### src/design/assert_macros.svh
// Assertion macros used by the gait phase contact detector RTL
`ifndef ASSERT_MACROS_SVH
`define ASSERT_MACROS_SVH

// check on every clock, idle while reset is held
`define GPCD_ASSERT(name, prop, msg) \
  name: assert property (@(posedge clk_i) disable iff (!rst_ni) prop) else $error(msg);

// check on every clock, including reset
`define GPCD_ASSERT_ALWAYS(name, prop, msg) \
  name: assert property (@(posedge clk_i) prop) else $error(msg);

`endif

### src/design/gpcd_pkg.sv
// Types, codes and constants of the gait phase contact detector
`default_nettype none

package gpcd_pkg;

  localparam int ACCEL_BITS = 16;
  localparam int TIME_BITS  = 32;
  localparam int SUM_BITS   = 18;
  localparam int WAIT_BITS  = 10;
  localparam int RATIO_BITS = 8;
  localparam int PROD_BITS  = SUM_BITS + RATIO_BITS;
  localparam int ADDR_BITS  = 5;
  localparam int DATA_BITS  = 32;

  localparam logic FUNC_TICK   = 1'b0;
  localparam logic FUNC_SAMPLE = 1'b1;

  localparam logic [2:0] PH_0    = 3'd0;
  localparam logic [2:0] PH_1    = 3'd1;
  localparam logic [2:0] PH_2    = 3'd2;
  localparam logic [2:0] PH_3    = 3'd3;
  localparam logic [2:0] PH_INIT = 3'd4;

  localparam logic [2:0] REG_START_WAIT  = 3'd0;
  localparam logic [2:0] REG_PH0_WAIT    = 3'd1;
  localparam logic [2:0] REG_PH2_WAIT    = 3'd2;
  localparam logic [2:0] REG_BLANK_P1    = 3'd3;
  localparam logic [2:0] REG_BLANK_P2    = 3'd4;
  localparam logic [2:0] REG_BLANK_P3    = 3'd5;
  localparam logic [2:0] REG_BLANK_P0    = 3'd6;
  localparam logic [2:0] REG_RATIO       = 3'd7;

  localparam logic [WAIT_BITS-1:0]  RST_START_WAIT = 10'd110;
  localparam logic [WAIT_BITS-1:0]  RST_PH0_WAIT   = 10'd130;
  localparam logic [WAIT_BITS-1:0]  RST_PH2_WAIT   = 10'd150;
  localparam logic [WAIT_BITS-1:0]  RST_BLANK_P1   = 10'd30;
  localparam logic [WAIT_BITS-1:0]  RST_BLANK_P2   = 10'd90;
  localparam logic [WAIT_BITS-1:0]  RST_BLANK_P3   = 10'd40;
  localparam logic [WAIT_BITS-1:0]  RST_BLANK_P0   = 10'd100;
  localparam logic [WAIT_BITS-1:0]  RST_BLANK      = 10'd120;
  localparam logic [RATIO_BITS-1:0] RST_RATIO      = 8'd51;

  typedef struct packed {
    logic                         func;
    logic [TIME_BITS-1:0]         time_ms;
    logic signed [ACCEL_BITS-1:0] accel_x;
    logic signed [ACCEL_BITS-1:0] accel_y;
    logic signed [ACCEL_BITS-1:0] accel_z;
  } in_t;

  typedef struct packed {
    logic [2:0]          gait_phase;
    logic                sample_used;
    logic                contact_marker;
    logic                contact_confirmed;
    logic [SUM_BITS-1:0] accel_delta;
    logic [SUM_BITS-1:0] peak_out;
  } out_t;

  typedef struct packed {
    logic                 func;
    logic [TIME_BITS-1:0] time_ms;
    logic [SUM_BITS-1:0]  accel_delta;
  } stage_t;

endpackage

`default_nettype wire

### src/design/gpcd_delta.sv
// L1 norm of the sample-to-sample acceleration difference, with the previous sample
`default_nettype none

module gpcd_delta
  import gpcd_pkg::*;
(
  input  wire logic                clk_i,
  input  wire logic                rst_ni,
  input  wire logic                load_i,
  input  wire in_t                 beat_i,
  output logic      [SUM_BITS-1:0] sum_o
);

  logic signed [ACCEL_BITS-1:0] prev_q [3];
  logic signed [ACCEL_BITS-1:0] cur    [3];
  logic        [SUM_BITS-1:0]   mag    [3];

  assign cur[0] = beat_i.accel_x;
  assign cur[1] = beat_i.accel_y;
  assign cur[2] = beat_i.accel_z;

  always_comb begin
    logic signed [ACCEL_BITS:0] diff;
    for (int i = 0; i < 3; i++) begin
      diff = {cur[i][ACCEL_BITS-1], cur[i]} - {prev_q[i][ACCEL_BITS-1], prev_q[i]};
      if (diff[ACCEL_BITS]) begin
        mag[i] = SUM_BITS'(-diff);
      end else begin
        mag[i] = SUM_BITS'(diff);
      end
    end
  end

  assign sum_o = mag[0] + mag[1] + mag[2];

  always_ff @(posedge clk_i or negedge rst_ni) begin
    if (!rst_ni) begin
      for (int i = 0; i < 3; i++) begin
        prev_q[i] <= '0;
      end
    end else if (load_i) begin
      for (int i = 0; i < 3; i++) begin
        prev_q[i] <= cur[i];
      end
    end
  end

endmodule

`default_nettype wire

### src/design/gait_phase_contact_detector.sv
// Gait phase sequencer and foot-contact detector, top level
//
//   channel   direction  handshake                         payload
//   in        input      in_valid_i / in_ready_o           in_data_i  (in_t)
//   out       output     out_valid_o / out_ready_i         out_data_o (out_t)
//   config    input      psel/penable/pwrite, pready high  paddr, pwdata, prdata
//
// One beat per cycle sustained while the output is not stalled.
// The input stage registers the beat and its L1 delta against the previous sample,
// the result stage evaluates phase and contact logic into the result register.
// Reset restores register defaults and the initial phase; no clearing pass.
// A stalled output holds its result while one more input beat waits in the input stage.
`default_nettype none

module gait_phase_contact_detector
  import gpcd_pkg::*;
(
  input  wire logic                 clk_i,
  input  wire logic                 rst_ni,
  input  wire logic                 in_valid_i,
  output logic                      in_ready_o,
  input  wire in_t                  in_data_i,
  output logic                      out_valid_o,
  input  wire logic                 out_ready_i,
  output out_t                      out_data_o,
  input  wire logic                 psel,
  input  wire logic                 penable,
  input  wire logic                 pwrite,
  input  wire logic [ADDR_BITS-1:0] paddr,
  input  wire logic [DATA_BITS-1:0] pwdata,
  output logic      [DATA_BITS-1:0] prdata,
  output logic                      pready
);

  `include "assert_macros.svh"

  logic [WAIT_BITS-1:0]  start_wait_q, ph0_wait_q, ph2_wait_q;
  logic [WAIT_BITS-1:0]  blank_p1_q, blank_p2_q, blank_p3_q, blank_p0_q;
  logic [RATIO_BITS-1:0] ratio_q;

  logic                 s1_valid_q;
  stage_t               s1_q;
  logic                 out_valid_q;
  out_t                 out_q;
  out_t                 res_d;

  logic [2:0]           phase_q, phase_d;
  logic [TIME_BITS-1:0] phase_start_q, phase_start_d;
  logic                 ticks_started_q, ticks_started_d;
  logic [WAIT_BITS-1:0] blank_q, blank_d;
  logic                 window_passed_q, window_passed_d;
  logic                 latched_q, latched_d;
  logic                 pending_q, pending_d;
  logic [SUM_BITS-1:0]  peak_q, peak_d;

  logic                 in_fire, adv, cfg_wr;
  logic [SUM_BITS-1:0]  sum_in;

  assign adv         = s1_valid_q && (!out_valid_q || out_ready_i);
  assign in_ready_o  = !s1_valid_q || adv;
  assign in_fire     = in_valid_i && in_ready_o;
  assign out_valid_o = out_valid_q;
  assign out_data_o  = out_q;
  assign pready      = 1'b1;
  assign cfg_wr      = psel && penable && pwrite;

  gpcd_delta u_delta (
    .clk_i  (clk_i),
    .rst_ni (rst_ni),
    .load_i (in_fire && (in_data_i.func == FUNC_SAMPLE)),
    .beat_i (in_data_i),
    .sum_o  (sum_in)
  );

  always_ff @(posedge clk_i or negedge rst_ni) begin
    if (!rst_ni) begin
      start_wait_q <= RST_START_WAIT;
      ph0_wait_q   <= RST_PH0_WAIT;
      ph2_wait_q   <= RST_PH2_WAIT;
      blank_p1_q   <= RST_BLANK_P1;
      blank_p2_q   <= RST_BLANK_P2;
      blank_p3_q   <= RST_BLANK_P3;
      blank_p0_q   <= RST_BLANK_P0;
      ratio_q      <= RST_RATIO;
    end else if (cfg_wr) begin
      case (paddr[ADDR_BITS-1:2])
        REG_START_WAIT: start_wait_q <= pwdata[WAIT_BITS-1:0];
        REG_PH0_WAIT:   ph0_wait_q   <= pwdata[WAIT_BITS-1:0];
        REG_PH2_WAIT:   ph2_wait_q   <= pwdata[WAIT_BITS-1:0];
        REG_BLANK_P1:   blank_p1_q   <= pwdata[WAIT_BITS-1:0];
        REG_BLANK_P2:   blank_p2_q   <= pwdata[WAIT_BITS-1:0];
        REG_BLANK_P3:   blank_p3_q   <= pwdata[WAIT_BITS-1:0];
        REG_BLANK_P0:   blank_p0_q   <= pwdata[WAIT_BITS-1:0];
        REG_RATIO:      ratio_q      <= pwdata[RATIO_BITS-1:0];
        default: begin
        end
      endcase
    end
  end

  always_comb begin
    case (paddr[ADDR_BITS-1:2])
      REG_START_WAIT: prdata = DATA_BITS'(start_wait_q);
      REG_PH0_WAIT:   prdata = DATA_BITS'(ph0_wait_q);
      REG_PH2_WAIT:   prdata = DATA_BITS'(ph2_wait_q);
      REG_BLANK_P1:   prdata = DATA_BITS'(blank_p1_q);
      REG_BLANK_P2:   prdata = DATA_BITS'(blank_p2_q);
      REG_BLANK_P3:   prdata = DATA_BITS'(blank_p3_q);
      REG_BLANK_P0:   prdata = DATA_BITS'(blank_p0_q);
      REG_RATIO:      prdata = DATA_BITS'(ratio_q);
      default:        prdata = '0;
    endcase
  end

  always_comb begin
    logic [TIME_BITS-1:0] start_ms;
    logic [TIME_BITS-1:0] elapsed;
    logic [SUM_BITS-1:0]  peak_eff;
    logic [PROD_BITS-1:0] prod;
    logic                 below;
    logic                 eval;
    logic                 used;
    logic                 marker;

    phase_d         = phase_q;
    phase_start_d   = phase_start_q;
    ticks_started_d = ticks_started_q;
    blank_d         = blank_q;
    window_passed_d = window_passed_q;
    latched_d       = latched_q;
    pending_d       = pending_q;
    peak_eff        = peak_q;
    used            = 1'b0;
    marker          = 1'b0;
    eval            = window_passed_q;

    start_ms = ticks_started_q ? phase_start_q : s1_q.time_ms;
    elapsed  = s1_q.time_ms - start_ms;

    if (s1_q.func == FUNC_TICK) begin
      ticks_started_d = 1'b1;
      phase_start_d   = start_ms;
      case (phase_q)
        PH_INIT: begin
          if (elapsed >= TIME_BITS'(start_wait_q)) begin
            phase_d = PH_1;  phase_start_d = s1_q.time_ms;
            window_passed_d = 1'b0;  blank_d = blank_p1_q;
          end
        end
        PH_0: begin
          if (elapsed >= TIME_BITS'(ph0_wait_q)) begin
            phase_d = PH_1;  phase_start_d = s1_q.time_ms;
            window_passed_d = 1'b0;  blank_d = blank_p1_q;
          end
        end
        PH_1: begin
          if (latched_q) begin
            latched_d = 1'b0;
            phase_d = PH_2;  phase_start_d = s1_q.time_ms;
            window_passed_d = 1'b0;  blank_d = blank_p2_q;
          end
        end
        PH_2: begin
          if (elapsed >= TIME_BITS'(ph2_wait_q)) begin
            phase_d = PH_3;  phase_start_d = s1_q.time_ms;
            window_passed_d = 1'b0;  blank_d = blank_p3_q;
          end
        end
        PH_3: begin
          if (latched_q) begin
            latched_d = 1'b0;
            phase_d = PH_0;  phase_start_d = s1_q.time_ms;
            window_passed_d = 1'b0;  blank_d = blank_p0_q;
          end
        end
        default: begin
        end
      endcase
    end else if (!window_passed_q && ticks_started_q &&
                 elapsed >= TIME_BITS'(blank_q)) begin
      eval            = 1'b1;
      window_passed_d = 1'b1;
      peak_eff        = s1_q.accel_delta;
    end

    prod  = PROD_BITS'(peak_eff) * PROD_BITS'(ratio_q);
    below = {s1_q.accel_delta, {RATIO_BITS{1'b0}}} < prod;

    if (s1_q.func == FUNC_SAMPLE && eval) begin
      used = 1'b1;
      if (s1_q.accel_delta > peak_eff) begin
        peak_eff  = s1_q.accel_delta;
        pending_d = 1'b0;
      end else if ((phase_q == PH_1 || phase_q == PH_3) && !pending_q && below) begin
        pending_d = 1'b1;
        marker    = 1'b1;
      end else if (pending_q && below) begin
        pending_d = 1'b0;
        marker    = 1'b1;
        latched_d = 1'b1;
      end else begin
        pending_d = 1'b0;
      end
    end
    peak_d = peak_eff;

    res_d.gait_phase        = phase_d;
    res_d.sample_used       = used;
    res_d.contact_marker    = marker;
    res_d.contact_confirmed = latched_d;
    res_d.accel_delta       = (s1_q.func == FUNC_SAMPLE) ? s1_q.accel_delta : '0;
    res_d.peak_out          = peak_d;
  end

  always_ff @(posedge clk_i or negedge rst_ni) begin
    if (!rst_ni) begin
      s1_valid_q  <= 1'b0;
      out_valid_q <= 1'b0;
    end else begin
      if (in_fire) begin
        s1_valid_q <= 1'b1;
      end else if (adv) begin
        s1_valid_q <= 1'b0;
      end
      if (adv) begin
        out_valid_q <= 1'b1;
      end else if (out_ready_i) begin
        out_valid_q <= 1'b0;
      end
    end
  end

  always_ff @(posedge clk_i) begin
    if (in_fire) begin
      s1_q.func        <= in_data_i.func;
      s1_q.time_ms     <= in_data_i.time_ms;
      s1_q.accel_delta <= sum_in;
    end
    if (adv) begin
      out_q <= res_d;
    end
  end

  always_ff @(posedge clk_i or negedge rst_ni) begin
    if (!rst_ni) begin
      phase_q         <= PH_INIT;
      phase_start_q   <= '0;
      ticks_started_q <= 1'b0;
      blank_q         <= RST_BLANK;
      window_passed_q <= 1'b0;
      latched_q       <= 1'b0;
      pending_q       <= 1'b0;
      peak_q          <= '0;
    end else if (adv) begin
      phase_q         <= phase_d;
      phase_start_q   <= phase_start_d;
      ticks_started_q <= ticks_started_d;
      blank_q         <= blank_d;
      window_passed_q <= window_passed_d;
      latched_q       <= latched_d;
      pending_q       <= pending_d;
      peak_q          <= peak_d;
    end
  end

  `GPCD_ASSERT(a_empty_stage_ready, !s1_valid_q |-> in_ready_o, "input stage empty but not ready")
  `GPCD_ASSERT(a_used_opens_window, adv && res_d.sample_used |=> window_passed_q,
               "evaluated sample left the blanking window closed")
  `GPCD_ASSERT(a_peak_covers_sum, adv && res_d.sample_used |=> peak_q >= out_q.accel_delta,
               "tracked peak below an evaluated delta")
  `GPCD_ASSERT(a_swing_clears_latch,
               adv && s1_q.func == FUNC_TICK && phase_q == PH_1 && latched_q
               |=> phase_q == PH_2 && !latched_q,
               "confirmed contact did not advance swing phase")

endmodule

`default_nettype wire

### config.mk
export PLATFORM = sky130hd
export DESIGN_NAME = gait_phase_contact_detector
export DESIGN_NICKNAME = d
export VERILOG_FILES = /design/src/design/gpcd_pkg.sv /design/src/design/gpcd_delta.sv /design/src/design/gait_phase_contact_detector.sv
export VERILOG_INCLUDE_DIRS = /design/src /design/src/design
export SDC_FILE = /design/constraint.sdc
export NUM_CORES = 1
export LEC_CHECK = 0
export BUFFER_PORTS_ARGS = -buffer_cell sky130_fd_sc_hd__buf_4
export CORE_MARGIN = 3
export CORE_UTILIZATION = 61
export CTS_BUF_LIST = sky130_fd_sc_hd__clkbuf_4
export DETAILED_ROUTE_END_ITERATION = 12
export HOLD_SLACK_MARGIN = 0.02
export PLACE_DENSITY_LB_ADDON = 0.08
export SYNTH_ARGS = -nofsm -noshare
export SYNTH_HDL_FRONTEND = slang
export SYNTH_HIERARCHICAL = 1
export SYNTH_SLANG_ARGS = --single-unit
### constraint.sdc
create_clock -name clk_i -period 31.6 [get_ports clk_i]
set_input_delay 1.58 -clock clk_i [delete_from_list [all_inputs] [get_ports clk_i]]
set_output_delay 1.58 -clock clk_i [all_outputs]
set_load 0.01 [all_outputs]
==> metrics.md <==
| Metric | Value |
|---|---|
| Result of the run | complete, no violations |
| Mean routed wirelength per cell | ~18 um |
| Setup repair after global routing missed its margin | false |
| Clk_lat worst skew | 0.81 ns |
| Worst-case headroom to the max-slew limit | 21.6% |
| Proportion of synthesized flip-flops having asynchronous set or reset | 67.7% |
| Synth unique cells | 116 |
| Peak Freq | 78.0 MHz |
| Slew at the pin with the worst max-slew slack | 1.17 ns |
| Cell at the slowest stage of the critical path | dfrtp_2 |
| Library cell with the highest instance count after synthesis | inv_1 |
| Setup violation total in the final timing report | 0 |
| Synthesized area per cell | roughly 9 sq um |
| Max Clock Skew | around 0.087 ns |
| Number of flops mapped to enable cells by yosys | 93 |
| Final Hold Fails | 0 |
| GR met3 Demand/Resource | 5.25% |
| Remaining design rule violation count | 0 |
| CTS tree | built |
| Share of the synthesized area in the top cell type | roughly 15% |
| Clock period minus worst slack | approximately 13 ns |
| Highest fanout seen on the critical path | 35 |
| Worst Setup Path Type | flop to flop |
| Final period utilization | 40.6% |
| Area contributors post-synth | dfrtp_1, edfxtp_1, ha_1 |
| Layer with the highest usage after global routing | met2 |
| Predominant post-synthesis flop cell | dfrtp_1 |
| Reg2reg path depth | 47 |
| Vias post-DR | between 20k and 25k |
| Boundary pin count | approximately 200 |
| Final wirelength | 66.9 mm |
| Count of hold buffers inserted by post-cts repair | 0 |
| Data arrival at the endpoint of the critical path | 13.44 ns |
| Post-layout nets | 3462 |
| Flops & latches, synth | 288 |
| Kind of launch point of the worst setup path | flop |
| Grt met2 use | about half |
| Pin count of the biggest net entering global routing | ~130 |
| IR drop worst, VDD | approximately 0.000096 V |
| Number of instances in the placed design | approximately 3.5k |
| Setup TNS Final | 0 ns |
| Class of the most critical hold timing path | flop to flop |
| Clock tree root buffer cell | clkbuf_4 |
| Synthesis-to-layout area growth | 9.79% |
| Final Hold Slack | 0.477 ns |
| Crit path required time | 32.22 ns |
| Layout cells sized above 1 | 17.1% |
| TritonRoute pass-1 iters | 6 |
| Routing usage on met1 | about two fifths |
| Delay of the slowest cell on the worst path | 0.80 ns |
| Crit path capture type | flop |
| Cell accounting for the most synthesized area | dfrtp_1 |
| Die footprint | 45700 sq um |
| Part of the Yosys area used for sequential elements | between 20 and 30% |
| Number of violations of the max-capacitance limit | 0 |
| GRT Residual Overflow | 0 |
| Total clock buffers created by CTS | ~80 |
| Cell depth of the worst hold path | 1 |
| Post-CTS Setup Bufs | 0 |
| Half-perimeter wire length after placement | 49.7 mm |
| Number of DRC violations after detailed-routing iteration 0 | roughly 1.5k |
| Final weighted congestion in routability-driven placement | about 0.92 |
| Y dimension of the die | roughly 210 um |
| Maximum clock insertion buffer count | 3 |
| Via density per instance | between 5 and 6 |
| DIE WIDTH | around 210 um |
| Num Clock Sinks | 288 |
| Initial antenna violation count | 2 |
| Clk slew on worst S/H paths | 0.07 ns |
| Number of standard cells in the layout, taps in and fillers out | 3643 |
| Starting density of the core | between 60% and 70% |
| Final count of pins violating max slew | 0 |
| Number of gates resized after cts | 0 |
| Std-Cell Rows | 75 |
| IO buf count | 154 |
| Core region area | about 42000 sq um |
| Power per standard cell area | 124 nW/um^2 |
| GRT Resource Usage Total | between 20 and 30% |
| Number of warning messages in the yosys log | 6 |
| Number of global-route vias before repair | 21.7k |
| Clock H-tree levels | 3 |
| Global-route wire length before repair | 109 mm |
| Cell area after synthesis | roughly 26000 sq um |
| Count of mapped cells out of synthesis | 2848 |
| Most used standard cells in the synthesized netlist | inv_1, ha_1, nor2_1 |
| Antenna-violating nets left | 0 |
| Leakage dissipation | 0.0134 uW |
==> per-stage QoR <==
stage               util, %  instance area [sq um]  total power [uW]  worst slack, ns
finish                 68.4                  28900              3570            18.78
global route           68.4                  28900              3960            17.95
floorplan                 -                  26400              2580            20.94
detailed placement     65.7                  27800              3180            18.96
global placement       65.7                  27800              3090            19.14
CTS                    68.4                  28900              3580            18.91
==> critical path: cells and delay by family, from the launching register on <==
family	cells	cell delay, ns
compound gates	23	4.97
fa+ha+maj	8	3.36
simple gates	8	1.61
buf+inv	5	0.90
flops	1	0.80
mux	1	0.63
xor+xnor	2	0.37
==> cell type report <==
class	count	area, sq um
Antenna cell	2	5.00
Multi-Input combinational cell	2160	17000
Timing Repair Buffer	163	1230
Inverter	305	1140
Tap cell	577	722
Clock inverter	20	154
Fill cell	3386	13400
Sequential cell	288	7710
Clock buffer	128	961
==> metal layers <==
metal | share of wire [%] | up-vias
met2 | 48 | 739
met5 | 0 | -
met4 | 3.2 | 0
met3 | 5.9 | 168
met1 | 43 | 10461
li1 | - | 10288
==> layout by cell type, fill, tap and decap left out, types with 99 or more instances in the layout <==
cell type / Yosys / layout
a21oi_1: 168 / 168
buf_4: 26 / 162
clkbuf_4: 0 / 128
dfrtp_1: 162 / 161
fa_1: 118 / 118
ha_1: 222 / 222
inv_1: 304 / 303
mux2_2: 99 / 99
nand2_1: 191 / 191
nor2_1: 195 / 195
nor2b_1: 134 / 134
o21ai_0: 138 / 138
==> worst paths after layout <==
path                                 start                 end  slack, ns
setup / recovery           ticks_started_q      out_data_o[36]      18.78
hold / removal                   pending_q           pending_q       0.48
setup reg to reg           ticks_started_q      out_data_o[36]      18.78
hold reg to reg                  pending_q           pending_q       0.48
max in group asynchronous           rst_ni  u_delta/prev_q[16]      28.98
min in group asynchronous           rst_ni       ph0_wait_q[0]       0.92
==> flip-flops by register name, indices dropped and copies added, names as in the netlist, 18 cells and up <==
register and count:
phase_start_q 32, u_delta/prev_q 48, out_data_o 42, peak_q 18, s1_q 51
==> cell families after synthesis <==
family / count (synthesis) / share of synthesized area [%]
adder cells (fa/ha/maj): 340 / 19.5
multiplexers: 171 / 7.13
XOR/XNOR: 120 / 3.99
buffers and inverters: 421 / 6.56
AND/OR/NAND/NOR: 871 / 16.9
flip-flops: 288 / 29.3
other: 2 / 0.0285
AO/OA/AOI/OAI: 635 / 16.6
==> power breakdown <==
group          switching [uW]  internal [uW]  total, uW
combinational            1470           1090       2560
sequential               97.3            549        646
clock                     165            201        366
No activity file was read; power rests on OpenSTA's default activity.
